==> config.mk <==
export PLATFORM = sky130hd
export DESIGN_NAME = prr_ser
export DESIGN_NICKNAME = d
export VERILOG_FILES = /design/src/rtl/prr_pkg.sv /design/src/rtl/prr_ser.sv
export SDC_FILE = /design/constraint.sdc
export NUM_CORES = 1
export LEC_CHECK = 0
export BUFFER_PORTS_ARGS = -buffer_cell sky130_fd_sc_hd__buf_2
export CAP_MARGIN = 40
export CORE_UTILIZATION = 40
export CTS_CLUSTER_DIAMETER = 50
export DETAILED_ROUTE_END_ITERATION = 8
export PLACE_DENSITY = 0.65
export SLEW_MARGIN = 20
export SYNTH_ARGS = -nofsm -noshare
export SYNTH_HDL_FRONTEND = slang
export SYNTH_SLANG_ARGS = --single-unit
==> constraint.sdc <==
create_clock -name clk -period 8.4 [get_ports clk]
set_input_delay 0.42 -clock clk [delete_from_list [all_inputs] [get_ports clk]]
set_output_delay 0.42 -clock clk [all_outputs]
set_load 0.005 [all_outputs]
==> src/rtl/prr_pkg.sv <==
`timescale 1ns / 1ps
// Shared types, constants and fixed-point helpers for the Newton root refine unit.
// No dependencies.
package prr_pkg;

  localparam int DataW     = 32;
  localparam int FracW     = 16;
  localparam int NumW      = DataW + FracW;
  localparam int DivBits   = 2;
  localparam int DivStages = NumW / DivBits;
  localparam int CoefN     = 7;
  localparam int SlotW     = DataW + 1;

  localparam logic signed [63:0] SatMax = 64'sd2147483647;
  localparam logic signed [63:0] SatMin = -64'sd2147483648;

  typedef logic signed [DataW-1:0] q_t;

  typedef enum logic [2:0] {
    REG_DEGREE,
    REG_COEF_0,
    REG_COEF_1,
    REG_COEF_2,
    REG_COEF_3,
    REG_COEF_4,
    REG_COEF_5,
    REG_COEF_6
  } reg_idx_t;

  // Horner accumulators for f and f'
  typedef struct packed {
    q_t x;
    q_t f;
    q_t df;
  } hrn_t;

  // Restoring divider state; den, rem, num and quot are magnitudes
  typedef struct packed {
    q_t               x;
    logic             zero;
    logic             neg;
    logic [DataW-1:0] den;
    logic [DataW-1:0] rem;
    logic [NumW-1:0]  num;
    logic [NumW-1:0]  quot;
  } div_t;

  function automatic q_t sat32(input logic signed [63:0] v);
    q_t r;
    if (v > SatMax) r = 32'sh7FFF_FFFF;
    else if (v < SatMin) r = 32'sh8000_0000;
    else r = v[DataW-1:0];
    return r;
  endfunction

  // sat(round(a*b) + c), round = floor((p + 2^15) / 2^16)
  function automatic q_t qmul_add(input q_t a, input q_t b, input q_t c);
    logic signed [63:0] p;
    logic signed [63:0] r;
    p = 64'(a) * 64'(b);
    r = (p + 64'sd32768) >>> FracW;
    return sat32(r + 64'(c));
  endfunction

  function automatic q_t dcoef(input logic [2:0] k, input q_t c);
    logic signed [63:0] p;
    p = 64'(c) * $signed({61'd0, k});
    return sat32(p);
  endfunction

endpackage

==> src/rtl/prr_ser.sv <==
`timescale 1ns / 1ps
// Output register: holds all iterates of one guess and sends them one per transfer.
// Depends on prr_pkg.
module prr_ser #(
  parameter int STEP_COUNT = 5
) (
  input  logic                                clk,
  input  logic                                rst,
  input  logic                                load_valid,
  input  logic [STEP_COUNT*prr_pkg::SlotW-1:0] load_side,
  input  logic                                out_stall,
  output logic                                free,
  output logic                                out_valid,
  output prr_pkg::q_t                         estimate,
  output logic [2:0]                          step_index,
  output logic                                last_step,
  output logic                                zero_slope
);

  localparam int IW = STEP_COUNT > 1 ? $clog2(STEP_COUNT) : 1;
  localparam int SW = prr_pkg::SlotW;

  logic                       busy;
  logic [IW-1:0]              idx;
  logic [STEP_COUNT*SW-1:0]   side;
  logic                       last_idx;
  logic [SW-1:0]              slot;

  assign last_idx = idx == IW'(STEP_COUNT - 1);
  assign free     = !busy || (last_idx && !out_stall);

  always_ff @(posedge clk) begin
    if (rst) begin
      busy <= 1'b0;
    end else if (free && load_valid) begin
      busy <= 1'b1;
    end else if (busy && !out_stall && last_idx) begin
      busy <= 1'b0;
    end
    if (free && load_valid) begin
      idx  <= '0;
      side <= load_side;
    end else if (busy && !out_stall && !last_idx) begin
      idx <= idx + 1'b1;
    end
  end

  assign slot       = side[idx*SW +: SW];
  assign out_valid  = busy;
  assign estimate   = slot[prr_pkg::DataW-1:0];
  assign zero_slope = slot[SW-1];
  assign step_index = 3'({1'b0, idx} + 1'b1);
  assign last_step  = last_idx;

endmodule

; Word-level counts from Yosys, hierarchy flattened
; Index checks and enable logic that the tools add are counted.
[classes]
add_sub_neg = 2
multipliers = 1
eq_ne = 1
n_shift = 1
mux = 2
reduce_logical = 10
[ops]
columns = operator, n
row1 = $shiftx A165 B10 Y33, 1
row2 = $mul A3 B6 Y9 const B, 1
row3 = $add A3 B1 Y3 const B, 2
row4 = $logic_and A1 B1 Y1, 5
row5 = $eq A3 B3 Y1 const B, 1
row6 = $logic_not A1 Y1, 3
row7 = $mux W1, 2
row8 = $reduce_bool A2 Y1, 1
row9 = $logic_or A1 B1 Y1, 1
[word_totals]
regBits = 169
in_bits = 169
output_inout_bits = 39
elab_cells = 20

; Logic depth before layout (Yosys ltp)
; Gate-level depths: netlist of the first run.
[logic_depth]
word_depth = 5
ltp_mapped = 8
mapped_depth_nobuf = 5

; Least setup slack after synthesis of the first run
; No wires, ideal clock.
[synth_timing]
path_kind = register to register
from = reg idx[0]
to = reg side[0] (enable)
setup_ns = 0.544
arrival_ns = 5.221
required_time_ns = 7.856
setup_slack_ns = 2.635
path_stages_with_launch = 9
path_buffers = 3
synth_period_minus_slack_ns = 5.765
cell_sequence = dfxtp_1 > buf_6 > buf_6 > buf_6 > inv_1 > ha_1 > nand2_1 > o21ai_0 > and2_1
[synth_via]
elab_chain_cells = 4
[synth_rtl]
columns = element, line_no
row1 = "start, declared", prr_ser.sv:24  ; logic [IW-1:0] idx;
row2 = "start signal, assigned", prr_ser.sv:44  ; idx <= idx + 1'b1;
row3 = $eq A3 B3 Y1, prr_ser.sv:29  ; assign last_idx = idx == IW'(STEP_COUNT - 1);
row4 = $logic_and A1 B1 Y1, prr_ser.sv:30  ; assign free = !busy || (last_idx && !out_stall);
row5 = $logic_or A1 B1 Y1, prr_ser.sv:30
row6 = named net free, prr_ser.sv:12  ; output logic free,
row7 = $logic_and A1 B1 Y1, prr_ser.sv:40  ; if (free && load_valid) begin
row8 = "end signal, assigned", prr_ser.sv:42  ; side <= load_side;
row9 = "end, declared", prr_ser.sv:25  ; logic [STEP_COUNT*SW-1:0] side;
; The timed path passes the listed nets, and every way through them passes these cells.
; A chain may end at the register's enable or synchronous reset.

; Final worst setup path of the first run
[layout_timing]
from = reg idx[1]
to = reg side[60] (enable)
[layout_via]
elab_chain_cells = 4
[layout_rtl]
columns = element, line_no
row1 = $eq A3 B3 Y1, prr_ser.sv:29
row2 = $logic_and A1 B1 Y1, prr_ser.sv:30
row3 = $logic_or A1 B1 Y1, prr_ser.sv:30
row4 = $logic_and A1 B1 Y1, prr_ser.sv:40
; No other way between the ends.

==> results of run 1 <==
-- power by group --
part,internal [mW],total [mW],switching [mW]
Sequential,0.982,0.995,0.0132
Combinational,0.116,0.223,0.107
Clock,0.432,0.730,0.298
-- flip-flops by register name, summed over array words and instances, names as in the netlist --
signal	flops
out_valid	1
side	165
idx	3
-- logic make-up after synthesis --
kind of cell | share of synthesized area
mux | 0.110
flops | 0.774
buf+inv | 0.0242
compound gates | 0.0606
fa+ha+maj | 0.00385
simple gates | 0.0260
xor+xnor | 0.00135
-- final cells by class --
cell class,count,area (um^2)
fillers,1369,7470
flip-flops and latches,169,5040
multi-input cells,151,1320
repair buffers,216,1210
clock buffers,21,440
well taps,216,270
clock inverters,11,105
inverters,7,26.3
diodes,1,2.50
-- synth_stat cells (3+ instances only) --
cell type,count,area share
nor2_1,33,0.019
buf_2,6,0.0046
mux2_2,26,0.045
dfxtp_1,4,0.012
mux2_1,6,0.010
edfxtp_1,165,0.76
buf_6,8,0.014
a21oi_1,3,0.0023
a221o_1,32,0.049
mux2i_1,33,0.051
clkbuf_1,3,0.0017
inv_1,7,0.0040
-- routing by layer --
metal / vias to the layer above / part of all wire / wire length (um)
li1: 1816 / - / -
met1: 1827 / 0.41 / 5750
met2: 164 / 0.49 / 6880
met3: 17 / 0.077 / 1080
met4: 0 / 0.016 / 227
met5: - / 0 / 0
-- metrics by stage --
| stage | power [mW] | setup WS [ns] | util |
|---|---|---|---|
| 2_1_floorplan | 1.14 | 2.63 | - |
| 3_3_place_gp | 1.22 | 5.11 | 0.486 |
| 3_5_place_dp | 1.24 | 5.63 | 0.494 |
| 4_1_cts | 1.97 | 5.58 | 0.528 |
| 5_1_grt | 2.02 | 5.40 | 0.530 |
| 6_report | 1.95 | 5.64 | 0.530 |
-- worst paths after layout --
path                                        startpoint                     end  slack, ns  cells after the start
worst max register to register     idx[1]$_SDFFE_PP0P_      side[60]$_DFFE_PP_       5.64                      7
worst min register to register  out_valid$_SDFFE_PP0P_     idx[1]$_SDFFE_PP0P_       0.56                      2
worst max-delay path               idx[1]$_SDFFE_PP0P_      side[60]$_DFFE_PP_       5.64                      7
worst min-delay path                               rst  out_valid$_SDFFE_PP0P_       0.14                      2
-- critical path: stages (launching register included) --
cell and delay [ns]:
dfxtp_1 0.43, inv_1 0.10, ha_1 0.20, nand2_1 0.10, o21ai_0 0.32, and2_4 0.55, buf_4 0.38, buf_16 0.31
==> impl_metrics.py, run 1 <==
metrics = {
    "global_routing": {
        "grt.overflow.total": 0,
        "antenna_found_initial": 1,
        "grt_pass1_vias": 3894,
        "use_met2": 0.282,
        "grt_pass1_wl_um": 20500,
        "grt_usage": 0.168,
        "busiest_layer": "met2",
        "grtUsageMet1": 0.198,
        "grt_start_max_net_pins": 60,
        "grt_use_met3": 0.0603,
    },
    "placed_design": {
        "io_buffer_count": 207,
        "dp.cells": 758,
        "dp_hpwl_um": 9480,
        "place_area_mm2": 0.00784,
        "gp_congestion": 0.768,
    },
    "cells_and_area": {
        "final_nets": 733,
        "finalInstanceArea_mm2": 0.00842,
        "most-common-layout-cells": "buf_2, edfxtp_1, mux2i_1",
        "area_growth_pct": 29.4,
        "final_cells": 792,
        "layout-drive-gt1-share": 0.471,
        "layout_commonest_cell": "buf_2",
    },
    "clocking": {
        "numCtsBuffers": 17,
        "htreeDepth": 4,
        "clk_path_buf_depth": 2,
        "postCtsHoldBufs": 0,
        "cts_tree": "yes",
        "root_buffer": "clkbuf_16",
        "cts_setup_buffers": 0,
        "cts_resized": 0,
        "clk_latency_ns": 0.42,
        "clkTransAtPathRegs_ns": 0.07,
        "cts_sinks": 169,
    },
    "floorplan": {
        "die_h_um": 130,
        "dieArea_mm2": 0.0168,
        "design.portCount": 208,
        "die_x_um": 130,
        "rows": 46,
        "core_area_mm2": 0.0159,
        "start_util": 0.409,
    },
    "timing": {
        "relSlewSlack": 0.633,
        "fin_crit_ns": 2.76,
        "tightest_slew_ns": 0.549,
        "setup_violations": 0,
        "slew_viol_final": 0,
        "max_freq_mhz": 362,
        "hold_viol_final": 0,
        "whs_ns": 0.143,
        "rsz0062_at_grt": "false",
        "min_period_over_period": 0.329,
        "tns_ns": 0,
        "fin_skew_ns": 0.0128,
    },
    "routing": {
        "vias_per_cell": 4.83,
        "first_iter_violations": 228,
        "ant_nets": 0,
        "dr.pass1.iters": 4,
        "wire_per_inst_um": 17.6,
        "drc": 0,
        "wl_um": 13900,
        "via_count": 3824,
    },
    "worst_setup_path": {
        "cp_max_fo": 59,
        "worstSetupPathType": "register to register",
        "worstPathRequired_ns": 8.49,
        "start_kind": "register",
        "cp.arrival_ns": 2.85,
        "cp-end-kind": "register",
    },
    "logic_synthesis": {
        "yosys_register_bits": 169,
        "async_flop_share": 0,
        "synth_cell_types": 25,
        "synth_sequential_area_ratio": 0.774,
        "synth_edf_count": 165,
        "synth_fp_nets": 515,
        "netlist_area_mm2": 0.00650,
        "synth_warnings": 0,
        "synth_top_flop_cell": "edfxtp_1",
        "synth_cells": 344,
        "avgSynthCellArea_um2": 18.9,
    },
    "power_and_ir_drop": {
        "p_per_area_mw_per_mm2": 231,
        "ir_drop_mv": 0.153,
        "power_leakage_nw": 3.28,
    },
    "run_status": {
        "outcome": "completed",
    },
    "hold_path": {
        "hold_path_class": "input port to register",
    },
    "run": {
        "maxCapViolCount": 0,
    },
}
Note: power is estimated with default switching activity, not from simulation.
==> run 2, diff against run 1 <==
Settings changed: ABC_AREA from default to 1.
Clock period 8.4 ns to 2.56 ns, I/O delays scaled along.
==> impl_metrics.py, run 2 <==
metrics = {
    "run_status": {
        "outcome": "completed",
    },
    "cells_and_area": {
        "diodes": 0,
        "regMostFlops": "side",
        "finalInstanceArea_mm2": 0.0102,
        "fillCellCount": 1183,
        "layout-drive-gt1-share": 0.283,
        "utilization": 0.636,
        "final_nets": 1076,
        "final_cells": 1134,
        "most-common-layout-cells": "nand2_1, buf_2, dlygate4sd3_1",
        "multi_input_area_mm2": 0.00141,
        "seq_area_mm2": 0.00504,
        "area_growth_pct": 53.9,
        "largest_reg_flops": 165,
    },
    "floorplan": {
        "die_x_um": 131,
        "die_h_um": 131,
        "design.portCount": 208,
        "start_util": 0.414,
        "core_area_mm2": 0.0161,
        "rows": 46,
        "dieArea_mm2": 0.0171,
    },
    "global_routing": {
        "antenna_found_initial": 0,
        "grt.overflow.total": 0,
        "grt_start_max_net_pins": 83,
        "grt_usage": 0.222,
        "grt_pass1_wl_um": 27700,
        "grt_pass1_vias": 5661,
    },
    "logic_synthesis": {
        "synth_compound_area_frac": 0.00113,
        "synth_area_leaders": "edfxtp_1, nand2_1, nand3_1",
        "synth_simple_gate_area_share": 0.202,
        "synth_cells": 530,
        "synth_warnings": 0,
        "yosysMostFrequentCell": "nand2_1",
        "synth-xor-area-share": 0,
        "synthTopCellsByCount": "nand2_1, edfxtp_1, nand3_1",
        "synth_top_flop_cell": "edfxtp_1",
        "async_flop_share": 0,
        "synth_fp_nets": 701,
        "netlist_area_mm2": 0.00664,
        "synth_sequential_area_ratio": 0.758,
        "synth_edf_count": 165,
        "avgSynthCellArea_um2": 12.5,
        "synth_top_family_by_area": "simple AND/OR/NAND/NOR gates",
        "yosys_register_bits": 169,
        "synth_cell_types": 16,
        "yosysTopAreaCell": "edfxtp_1",
        "muxShareOfSynthArea": 0,
        "synth_top_area_frac": 0.746,
        "synthAdderAreaFrac": 0.00377,
    },
    "timing": {
        "fin_crit_ns": 2.19,
        "setup_violations": 0,
        "slew_viol_final": 0,
        "min_period_over_period": 0.855,
        "tightest_slew_ns": 0.758,
        "rsz0062_at_grt": "false",
        "hold_viol_final": 0,
        "relSlewSlack": 0.495,
        "max_freq_mhz": 457,
        "fin_skew_ns": 0.00763,
    },
    "routing": {
        "drc": 0,
        "wire_per_inst_um": 16.3,
        "vias_per_cell": 4.78,
        "first_iter_violations": 357,
        "via_count": 5418,
        "dr.pass1.iters": 4,
        "ant_nets": 0,
        "wl_um": 18500,
    },
    "placed_design": {
        "io_buffer_count": 207,
        "dp.cells": 935,
        "gp_congestion": 0.737,
        "place_area_mm2": 0.00792,
        "dp_hpwl_um": 10000,
    },
    "power_and_ir_drop": {
        "p_switching_mw": 2.32,
        "combPwrFrac": 0.235,
        "clockPowerShare": 0.341,
        "power.internal_mw": 5.68,
        "p_seq_frac": 0.424,
        "power_leakage_nw": 4.30,
        "p_per_area_mw_per_mm2": 782,
        "p_sw_frac": 0.290,
        "ir_drop_mv": 0.502,
    },
    "clocking": {
        "cts_sinks": 169,
        "clk_path_buf_depth": 2,
        "clkTransAtPathRegs_ns": 0.07,
        "htreeDepth": 4,
        "root_buffer": "clkbuf_16",
        "clk_latency_ns": 0.42,
        "cts_setup_buffers": 0,
        "cts_tree": "yes",
        "cts_resized": 0,
        "numCtsBuffers": 17,
    },
    "worst_setup_path": {
        "cp-end-kind": "primary output",
        "r2r_start": "idx[1]$_SDFFE_PP0P_",
        "worstPathRequired_ns": 2.43,
        "cp.arrival_ns": 2.06,
        "worstSetupPathType": "register to primary output",
        "cp_max_fo": 67,
        "start_kind": "register",
        "crit_start": "idx[0]$_SDFFE_PP0P_",
    },
    "run": {
        "maxCapViolCount": 0,
    },
    "hold_path": {
        "hold_path_class": "input port to register",
        "hp-start": "load_valid",
    },
}
[run 2: changes by cell type after synthesis, moves of 3 or more]
cell     change
buf_4        +5
inv_2        +3
a21oi_1      -3
nand3_1    +101
nand2_1    +208
buf_1        +3
buf_2        +5
nor2_1      -27
mux2_2      -26
mux2_1       -6
a221o_1     -32
mux2i_1     -33
[run 2: worst max-delay path: stages (launching register included)]
cell,delay (ns)
dfxtp_2,0.36
inv_4,0.06
buf_4,0.56
nand2_1,0.14
nand3_1,0.11
nand3_1,0.10
nand2_1,0.11
buf_2,0.11
[run 2: final timing paths]
| path | endpoint | slack [ns] | cells past startpoint |
|---|---|---|---|
| max | estimate[12] | 0.37 | 7 |
| min | idx[2]$_SDFFE_PP0P_ | 0.05 | 4 |
| max reg2reg | side[17]$_DFFE_PP_ | 0.64 | 7 |
| min reg2reg | idx[1]$_SDFFE_PP0P_ | 0.65 | 3 |
[run 2: stage by stage]
step | TNS, ns | worst slack, ns | hold slack (ns) | total power [mW]
floorplan | -227.99 | -1.38 | 0.227 | 4.46
global placement | 0 | 0.745 | 0.304 | 5.05
detailed placement | 0 | 0.684 | 0.306 | 5.09
CTS | 0 | 0.387 | 0.0375 | 8.01
global route | 0 | 0.241 | 0.0379 | 8.37
finish | 0 | 0.372 | 0.0455 | 7.99
[run 2: cell families after synthesis]
group / after synthesis
AO/OA/AOI/OAI: 1
adder cells (fa/ha/maj): 2
buffers and inverters: 39
flip-flops: 169
AND/OR/NAND/NOR: 319
[run 2: timing repair]
item,in CTS,in global routing
hold endpoints to repair,166,0
endpoints found under the setup margin,0,0
hold buffers,167,0
[run 2: layout make-up]
cell class,instances,share of cell area
flip-flops and latches,169,0.493
repair buffers,384,0.276
inverters,11,0.00465
clock buffers,17,0.0416
well taps,216,0.0265
clock inverters,15,0.0198
multi-input cells,322,0.138
[run 2: power by group through the flow]
stage | clock network [mW] | logic [mW] | registers [mW]
after floorplan | 0 | 1.01 | 3.44
after global placement | 0 | 1.61 | 3.44
after detailed placement | 0 | 1.64 | 3.45
after CTS | 2.76 | 1.86 | 3.39
after global routing | 2.87 | 2.09 | 3.41
final | 2.72 | 1.88 | 3.39
[run 2: metal layers]
| layer | vias to the layer above | wire, um | track usage |
|---|---|---|---|
| li1 | 2596 | - | - |
| met1 | 2577 | 7000 | 0.234 |
| met2 | 207 | 10200 | 0.419 |
| met3 | 38 | 850 | 0.0529 |
| met4 | 0 | 521 | 0.0994 |
| met5 | - | 0 | 0 |
